--- src/hdl/udd_pkg.sv ---
// ----------------------------------------------------------------------------
// udd_pkg
// Shared types, digit range table and helper functions for the decimal digit
// classifier.
// ----------------------------------------------------------------------------
package udd_pkg;

  typedef struct packed {
    logic [31:0] utf8_char;
    logic        always_true;
    logic        has_value;
    logic [31:0] base_limit;
  } udd_in_t;

  typedef struct packed {
    logic        is_decimal;
    logic [31:0] digit_value;
  } udd_out_t;

  typedef struct packed {
    logic       hit;
    logic [3:0] digit;
  } udd_match_t;

  localparam logic [31:0] AllOnes      = 32'hffff_ffff;
  localparam logic [31:0] RomanLo      = 32'he285_a000;
  localparam logic [31:0] RomanHi      = 32'he286_8800;
  localparam logic [31:0] RomanSmall   = 32'he285_b000;
  localparam logic [31:0] RomanSixLate = 32'he286_8500;
  localparam logic [31:0] RomanRunSpan = 32'h0000_0800;

  // First code of each ten-digit run, in match priority order
  localparam int unsigned NumRanges = 65;
  localparam logic [31:0] RangeLo [NumRanges] = '{
    32'hd9a00000, 32'hdbb00000, 32'hdf800000,
    32'he0a5a600, 32'he0a7a600, 32'he0a9a600, 32'he0aba600, 32'he0ada600,
    32'he0afa600, 32'he0b1a600, 32'he0b3a600, 32'he0b5a600, 32'he0b7a600,
    32'he0b99000, 32'he0bb9000, 32'he0bca000,
    32'he1818000, 32'he1829000, 32'he19fa000, 32'he1a09000, 32'he1a58600,
    32'he1a79000, 32'he1aa8000, 32'he1aa9000, 32'he1ad9000, 32'he1aeb000,
    32'he1b18000, 32'he1b19000,
    32'hea98a000, 32'heaa39000, 32'heaa48000, 32'heaa79000, 32'heaa7b000,
    32'heaa99000, 32'heaafb000, 32'hefbc9000,
    32'hf09092a0, 32'hf090b4b0,
    32'hf09181a6, 32'hf09183b0, 32'hf09184b6, 32'hf0918790, 32'hf0918bb0,
    32'hf0919190, 32'hf0919390, 32'hf0919990, 32'hf0919b80, 32'hf0919cb0,
    32'hf091a3a0, 32'hf091a590, 32'hf091b190, 32'hf091b590, 32'hf091b6a0,
    32'hf096a9a0, 32'hf096ab80, 32'hf096ad90,
    32'hf09d9f8e, 32'hf09d9f98, 32'hf09d9fa2, 32'hf09d9fac, 32'hf09d9fb6,
    32'hf09e8580,
    32'hf09e8bb0, 32'hf09ea590, 32'hf09fafb0
  };

  // Large numerals, only valid with an all-ones limit
  localparam int unsigned NumBigRomans = 16;
  localparam logic [31:0] BigRomanSeq [NumBigRomans] = '{
    32'he285ac00, 32'he285bc00, 32'he2868600,
    32'he285ad00, 32'he285bd00, 32'he2868300, 32'he2868400,
    32'he285ae00, 32'he285be00,
    32'he285af00, 32'he285bf00, 32'he2868000,
    32'he2868100, 32'he2868200, 32'he2868700, 32'he2868800
  };
  localparam logic [31:0] BigRomanVal [NumBigRomans] = '{
    32'd50, 32'd50, 32'd50,
    32'd100, 32'd100, 32'd100, 32'd100,
    32'd500, 32'd500,
    32'd1000, 32'd1000, 32'd1000,
    32'd5000, 32'd10000, 32'd50000, 32'd100000
  };

  // Last code of a run; the step between digits follows the lead byte
  function automatic logic [31:0] range_hi(input logic [31:0] lo);
    logic [31:0] hi;
    if (lo[31:24] >= 8'hf0) begin
      hi = lo + 32'h0000_0009;
    end else if (lo[31:24] >= 8'he0) begin
      hi = lo + 32'h0000_0900;
    end else begin
      hi = lo + 32'h0009_0000;
    end
    return hi;
  endfunction

  function automatic logic [3:0] range_digit(input logic [31:0] lo, input logic [31:0] diff);
    logic [3:0] d;
    if (lo[31:24] >= 8'hf0) begin
      d = diff[3:0];
    end else if (lo[31:24] >= 8'he0) begin
      d = diff[11:8];
    end else begin
      d = diff[19:16];
    end
    return d;
  endfunction

  // Base check on a matched digit
  function automatic udd_out_t check_digit(input logic [3:0] d, input logic always_true,
                                           input logic has_value, input logic [31:0] lim);
    udd_out_t r;
    logic     pass;
    pass = (d == 4'd0) || (lim == 32'd0) || (lim > {28'd0, d});
    if (!has_value) begin
      r.is_decimal  = 1'b1;
      r.digit_value = lim;
    end else begin
      r.is_decimal  = pass || always_true;
      r.digit_value = pass ? {28'd0, d} : AllOnes;
    end
    return r;
  endfunction

endpackage

--- src/hdl/udd_match.sv ---
// ----------------------------------------------------------------------------
// udd_match
// Matches a packed character against the decimal digit runs; first run wins.
// ----------------------------------------------------------------------------
module udd_match import udd_pkg::*; (
  input  logic [31:0] seq_i,
  output udd_match_t  match_o
);

  logic        found;
  logic [31:0] lo;
  logic [31:0] diff;

  always_comb begin
    found = 1'b0;
    lo    = '0;
    for (int i = 0; i < NumRanges; i++) begin
      if (!found && (seq_i >= RangeLo[i]) && (seq_i <= range_hi(RangeLo[i]))) begin
        found = 1'b1;
        lo    = RangeLo[i];
      end
    end
    diff          = seq_i - lo;
    match_o.hit   = found;
    match_o.digit = range_digit(lo, diff);
  end

endmodule

--- src/hdl/udd_roman.sv ---
// ----------------------------------------------------------------------------
// udd_roman
// Decodes the Roman numeral block; caller qualifies with the block range.
// ----------------------------------------------------------------------------
module udd_roman import udd_pkg::*; (
  input  logic [31:0] seq_i,
  input  logic        always_i,
  input  logic        has_i,
  input  logic [31:0] lim_i,
  output udd_out_t    res_o
);

  localparam logic [31:0] UpperTen    = 32'he285a900;
  localparam logic [31:0] LowerTen    = 32'he285b900;
  localparam logic [31:0] UpperEleven = 32'he285aa00;
  localparam logic [31:0] LowerEleven = 32'he285ba00;
  localparam logic [31:0] UpperTwelve = 32'he285ab00;
  localparam logic [31:0] LowerTwelve = 32'he285bb00;

  logic        big_hit;
  logic [31:0] big_val;
  logic [3:0]  small_digit;

  always_comb begin
    big_hit = 1'b0;
    big_val = '0;
    for (int i = 0; i < NumBigRomans; i++) begin
      if (seq_i == BigRomanSeq[i]) begin
        big_hit = 1'b1;
        big_val = BigRomanVal[i];
      end
    end
  end

  // both one-to-nine runs start on a 4 KiB-aligned code
  assign small_digit = seq_i[11:8] + 4'd1;

  always_comb begin
    res_o.is_decimal  = always_i;
    res_o.digit_value = has_i ? AllOnes : lim_i;
    if (seq_i <= RomanLo + RomanRunSpan) begin
      res_o = check_digit(small_digit, always_i, has_i, lim_i);
    end else if ((seq_i >= RomanSmall) && (seq_i <= RomanSmall + RomanRunSpan)) begin
      res_o = check_digit(small_digit, always_i, has_i, lim_i);
    end else if ((seq_i == RomanSixLate) && (!has_i || (lim_i > 32'd5))) begin
      res_o.is_decimal  = 1'b1;
      res_o.digit_value = has_i ? 32'd6 : lim_i;
    end else if (has_i) begin
      if ((lim_i > 32'd9) && ((seq_i == UpperTen) || (seq_i == LowerTen))) begin
        res_o.is_decimal  = 1'b1;
        res_o.digit_value = 32'd10;
      end else if ((lim_i > 32'd10) && ((seq_i == UpperEleven) || (seq_i == LowerEleven))) begin
        res_o.is_decimal  = 1'b1;
        res_o.digit_value = 32'd11;
      end else if ((lim_i > 32'd11) && ((seq_i == UpperTwelve) || (seq_i == LowerTwelve))) begin
        res_o.is_decimal  = 1'b1;
        res_o.digit_value = 32'd12;
      end else if ((lim_i == AllOnes) && big_hit) begin
        res_o.is_decimal  = 1'b1;
        res_o.digit_value = big_val;
      end
    end
  end

endmodule

--- src/hdl/unicode_decimal_digit_classifier.sv ---
// ----------------------------------------------------------------------------
// unicode_decimal_digit_classifier
// Classifies one packed UTF-8 character per beat as a decimal digit or
// Roman numeral and returns status plus value.
// ----------------------------------------------------------------------------
//
//   channel  dir  handshake                payload
//   -------  ---  -----------------------  -----------------------------------
//   in       in   in_valid_i / in_stall_o  in_data_i  (char, flags, limit)
//   out      out  out_valid_o / out_stall_i out_data_o (is_decimal, value)
//
// One beat in, one beat out. A beat goes through the input register, then
// the range/numeral compare into the result register.
// Throughput is one beat per cycle while out_stall_i is low, set by the single compare pass.
// Reset clears both valid flags only; payload registers are not reset.
// An output stall backs up through the input register to in_stall_o; the
// input register still loads while the result register is draining.
module unicode_decimal_digit_classifier import udd_pkg::*; (
  input  logic     clk_i,
  input  logic     rst_ni,
  input  logic     in_valid_i,
  output logic     in_stall_o,
  input  udd_in_t  in_data_i,
  output logic     out_valid_o,
  input  logic     out_stall_i,
  output udd_out_t out_data_o
);

  // input register
  logic     s1_valid_q, s1_valid_d;
  udd_in_t  s1_data_q;

  // result register
  logic     out_valid_q, out_valid_d;
  udd_out_t out_data_q, out_data_d;

  logic       in_take;
  logic       out_load;
  udd_match_t match;
  udd_out_t   roman_res;
  logic       in_roman;
  logic       multi_lead;
  logic [7:0] lead;

  // handshake
  assign out_load   = s1_valid_q && (!out_valid_q || !out_stall_i);
  assign in_stall_o = s1_valid_q && !out_load;
  assign in_take    = in_valid_i && !in_stall_o;

  assign s1_valid_d  = in_take || (s1_valid_q && !out_load);
  assign out_valid_d = out_load || (out_valid_q && out_stall_i);

  always_ff @(posedge clk_i or negedge rst_ni) begin
    if (!rst_ni) begin
      s1_valid_q  <= 1'b0;
      out_valid_q <= 1'b0;
    end else begin
      s1_valid_q  <= s1_valid_d;
      out_valid_q <= out_valid_d;
    end
  end

  always_ff @(posedge clk_i) begin
    if (in_take) begin
      s1_data_q <= in_data_i;
    end
    if (out_load) begin
      out_data_q <= out_data_d;
    end
  end

  // classification
  udd_match u_match (
    .seq_i   (s1_data_q.utf8_char),
    .match_o (match)
  );

  udd_roman u_roman (
    .seq_i    (s1_data_q.utf8_char),
    .always_i (s1_data_q.always_true),
    .has_i    (s1_data_q.has_value),
    .lim_i    (s1_data_q.base_limit),
    .res_o    (roman_res)
  );

  assign lead       = s1_data_q.utf8_char[31:24];
  assign in_roman   = (s1_data_q.utf8_char >= RomanLo) && (s1_data_q.utf8_char <= RomanHi);
  // two- or three-byte lead: unmatched gives the limit back unchanged
  assign multi_lead = (lead[7:5] == 3'b110) || (lead[7:4] == 4'b1110);

  always_comb begin
    if (match.hit) begin
      out_data_d = check_digit(match.digit, s1_data_q.always_true,
                               s1_data_q.has_value, s1_data_q.base_limit);
    end else if (in_roman) begin
      out_data_d = roman_res;
    end else if (multi_lead) begin
      out_data_d.is_decimal  = 1'b0;
      out_data_d.digit_value = s1_data_q.base_limit;
    end else begin
      out_data_d.is_decimal  = 1'b0;
      out_data_d.digit_value = s1_data_q.has_value ? AllOnes : s1_data_q.base_limit;
    end
  end

  assign out_valid_o = out_valid_q;
  assign out_data_o  = out_data_q;

  // checks
  a_stall_when_blocked: assert property (@(posedge clk_i) disable iff (!rst_ni)
    (s1_valid_q && out_valid_q && out_stall_i) |-> in_stall_o)
    else $error("input not stalled while both stages are full");

  a_take_fills_s1: assert property (@(posedge clk_i) disable iff (!rst_ni)
    in_take |=> s1_valid_q)
    else $error("accepted beat lost from input register");

  a_load_fills_out: assert property (@(posedge clk_i) disable iff (!rst_ni)
    out_load |=> out_valid_q)
    else $error("computed beat lost from result register");

  a_no_false_drain: assert property (@(posedge clk_i) disable iff (!rst_ni)
    (s1_valid_q && !out_load && !in_take) |=> s1_valid_q)
    else $error("input register dropped a beat");

endmodule
--- config.mk ---
export PLATFORM = sky130hd
export DESIGN_NAME = unicode_decimal_digit_classifier
export DESIGN_NICKNAME = d
export VERILOG_FILES = /design/src/hdl/udd_pkg.sv /design/src/hdl/udd_match.sv /design/src/hdl/udd_roman.sv /design/src/hdl/unicode_decimal_digit_classifier.sv
export SDC_FILE = /design/constraint.sdc
export NUM_CORES = 1
export LEC_CHECK = 0
export BUFFER_PORTS_ARGS = -buffer_cell sky130_fd_sc_hd__buf_2
export CAP_MARGIN = 20
export CELL_PAD_IN_SITES_DETAIL_PLACEMENT = 0
export CELL_PAD_IN_SITES_GLOBAL_PLACEMENT = 1
export CORE_UTILIZATION = 46
export CTS_CLUSTER_DIAMETER = 100
export DETAILED_ROUTE_END_ITERATION = 8
export PLACE_DENSITY_LB_ADDON = 0.1
export REMOVE_ABC_BUFFERS = 1
export SLEW_MARGIN = 20
export SYNTH_ARGS = -nofsm -noshare
export SYNTH_HDL_FRONTEND = slang
export SYNTH_HIERARCHICAL = 1
export SYNTH_SLANG_ARGS = --single-unit
--- constraint.sdc ---
create_clock -name clk_i -period 9.1 [get_ports clk_i]
set_clock_uncertainty 0.2 [all_clocks]
set_input_delay 0.455 -clock clk_i [delete_from_list [all_inputs] [get_ports clk_i]]
set_output_delay 0.455 -clock clk_i [all_outputs]
set_load 0.01 [all_outputs]
==> flow_summary_export.csv <==
group,metric,value,unit
status,status,"completed",
cts,cts_tree,"yes",
global_routing,grt_pass1_wl,78700,um
synthesis,syn_inst,1466,
drt,drc,0,
drt,drt_iter0_drc,1862,
worst_setup_path,critPathArrivalTime,8.48,ns
hold_path,hold_path.class,"in2reg",
floorplanning,io_pins,105,
worst_setup_path,r2r-end,"out_data_o[12]",
global_routing,grt_max_degree,51,
worst_setup_path,r2r-start,"s1_data_q[55]",
drt,firstDrtPassIters,5,
floorplanning,die_x,161,um
drt,drtAntennaViolNets,0,
floorplanning,start_util,47.5,%
placed_design,place.gp.congestion,1.05,
cts,cts.path.max_buffers,2,
timing,period_share,93.1,%
hold_path,hp-start,"in_data_i[64]",
floorplanning,fp-row-count,57,
synthesis,synth_area_leaders,"edfxtp_1, a21oi_1, o21ai_0",
pwr,power.density,113,mW/mm2
timing,finalHoldViolations,0,
synthesis,syn_area,0.0117,mm2
timing,finalSetupViolations,0,
hold_path,hold_end,"lead[6]",
pwr,finalPower,0.00147,W
layout,final_cells,1861,
timing,max-slew-margin-rel,24.2,%
floorplanning,die_h,161,um
cts,clkTransAtPathRegs,0.08,ns
global_routing,grt_use_total,39.5,%
worst_setup_path,worstPathMaxFanout,32,
layout,nets,1630,
placed_design,hpwl,38900,um
timing,rsz0062_at_grt,"false",
worst_setup_path,crit_path_start_kind,"register",
timing,worst_slew_pin_slew,1.13,ns
worst_setup_path,rrSetupSlack,0.63,ns
cts,cts_setup_buffers,0,
synthesis,async_flop_share,1.98,%
synthesis,synth-seq-area-share,25.8,%
cts,cts_inserted_buffers,9,
worst_setup_path,crit_required,9.11,ns
global_routing,first_global_vias,13100,
drt,routed_wl,51800,um
synthesis,yosysMostFrequentCell,"nor2_1",
synthesis,synth_common_cells,"nor2_1, nand2_1, edfxtp_1, a21oi_1, o21ai_0",
timing,fmax,118,MHz
worst_setup_path,cpMaxStageDelayCell,"nor4bb_2",
worst_setup_path,reg2reg_depth,26,
layout,drive_above_1_share,17.6,%
global_routing,overflow,0,
synthesis,ys_types,113,
drt,vias,13800,
worst_setup_path,crit_path_end_kind,"register",
worst_setup_path,crit_family,"compound AO/OA/AOI/OAI gates",
worst_setup_path,worst-path-buf-inv,2,
placed_design,numPortBuffers,104,
floorplanning,die_area,0.0261,mm2
cts,cts.sinks,101,
cts,cts-root-buf,"clkbuf_16",
synthesis,ys_warn_count,6,
synthesis,yosys_register_bits,101,
layout,syn2layout_area_growth,10.5,%
cts,clock_latency,0.36,ns
synthesis,synth_ff_type,"edfxtp_1",
hold_path,hold_depth,1,
pwr,vdd_drop_max,0.105,mV
flow_run,max_cap_violations,0,
pwr,p_leak,4.52,nW
synthesis,yosysTopAreaCellShare,25.4,%
global_routing,antenna_found_initial,0,
worst_setup_path,crit_top_cell,"o21ai_0",
drt,routedWlPerCell,27.8,um
synthesis,synth_edf_count,99,
worst_setup_path,cpPeakStageDelay,1.01,ns
placed_design,dpl.cell_count,1841,
worst_setup_path,path_class,"reg2reg",
timing,fin_crit,8.47,ns
timing,fin_setup_tns,0,ns
cts,h-tree-depth,3,
timing,drv_slew,0,
synthesis,yosysTopAreaCell,"edfxtp_1",
drt,viasPerCell,7.42,
synthesis,synth.avg_cell_area,7.98,um2
floorplanning,coreArea,0.0246,mm2
## report_power, final
part | switching (W) | internal, W | leakage (nW) | total [W]
Sequential | 0.0000575 | 0.000559 | 0.958 | 0.000616
Combinational | 0.000289 | 0.000162 | 3.41 | 0.000450
Clock | 0.000201 | 0.000198 | 0.152 | 0.000399
Total | 0.000547 | 0.000918 | 4.52 | 0.00147
## area by class of cell
cell class | instances | area (um2)
Sequential cell | 101 | 3020
Fill cell | 2421 | 11700
Clock buffer | 9 | 225
Clock inverter | 7 | 91.3
Tap cell | 324 | 405
Antenna cell | 1 | 2.50
Timing Repair Buffer | 161 | 991
Inverter | 57 | 214
Multi-Input combinational cell | 1201 | 7980
## layer usage
metal,global-route usage [%],wire [um],up-vias
li1,-,-,5967
met5,0,0,-
met2,63.4,23300,1075
met4,22.5,3350,0
met3,5.50,5200,200
met1,50.9,19900,6568
## per-stage QoR
stage / hold slack [ns] / cell area [um2] / setup WS [ns] / util [%]
2_1_floorplan: -0.0406 / 11200 / 1.50 / -
3_3_place_gp: 0.0395 / 12500 / 0.844 / 51.0
3_5_place_dp: 0.0414 / 12500 / 0.761 / 51.0
4_1_cts: 0.0576 / 12900 / 0.727 / 52.3
5_1_grt: 0.0573 / 12900 / 0.130 / 52.5
6_report: 0.0661 / 12900 / 0.631 / 52.6
## flip-flops by register name (all words and copies together) (netlist names)
signal / count
s1_valid_q: 1
lead: 8
s1_data_q: 58
out_data_o: 33
out_valid_o: 1
## timing repair
action	CTS	global route
hold buffers	1	0
endpoints found under the hold margin	2	0
gates resized for setup	0	1
endpoints found under the setup margin	0	3
## how the worst max path moves through the flow
stage,start,endpoint,cells after the start
6_report,s1_data_q[55],out_data_o[12],26
5_1_grt,s1_data_q[55],out_data_o[27],26
4_1_cts,lead[2],out_data_o[7],26
3_5_place_dp,lead[2],out_data_o[11],26
3_3_place_gp,s1_data_q[55],out_data_o[11],25
2_1_floorplan,s1_data_q[57],out_data_o[10],24
## logic make-up after synthesis
kind of cell,count (synthesis),synth area share [%]
AND/OR/NAND/NOR,663,32.9
AO/OA/AOI/OAI,497,31.0
buffers and inverters,164,6.15
flip-flops,101,25.8
adder cells (fa/ha/maj),29,3.17
XOR/XNOR,8,0.599
multiplexers,4,0.342
## cells in the final DEF, fill, tap and decap left out, types with 52 or more instances in the layout
cell and n:
a21oi_1 87, inv_1 54, edfxtp_1 99, nand4_1 52
o21ai_0 87, nor4_1 57, nor2_1 110, buf_4 54
buf_2 104, nand2_1 106, nand3_1 59
Note: power is estimated with default switching activity, not from simulation.
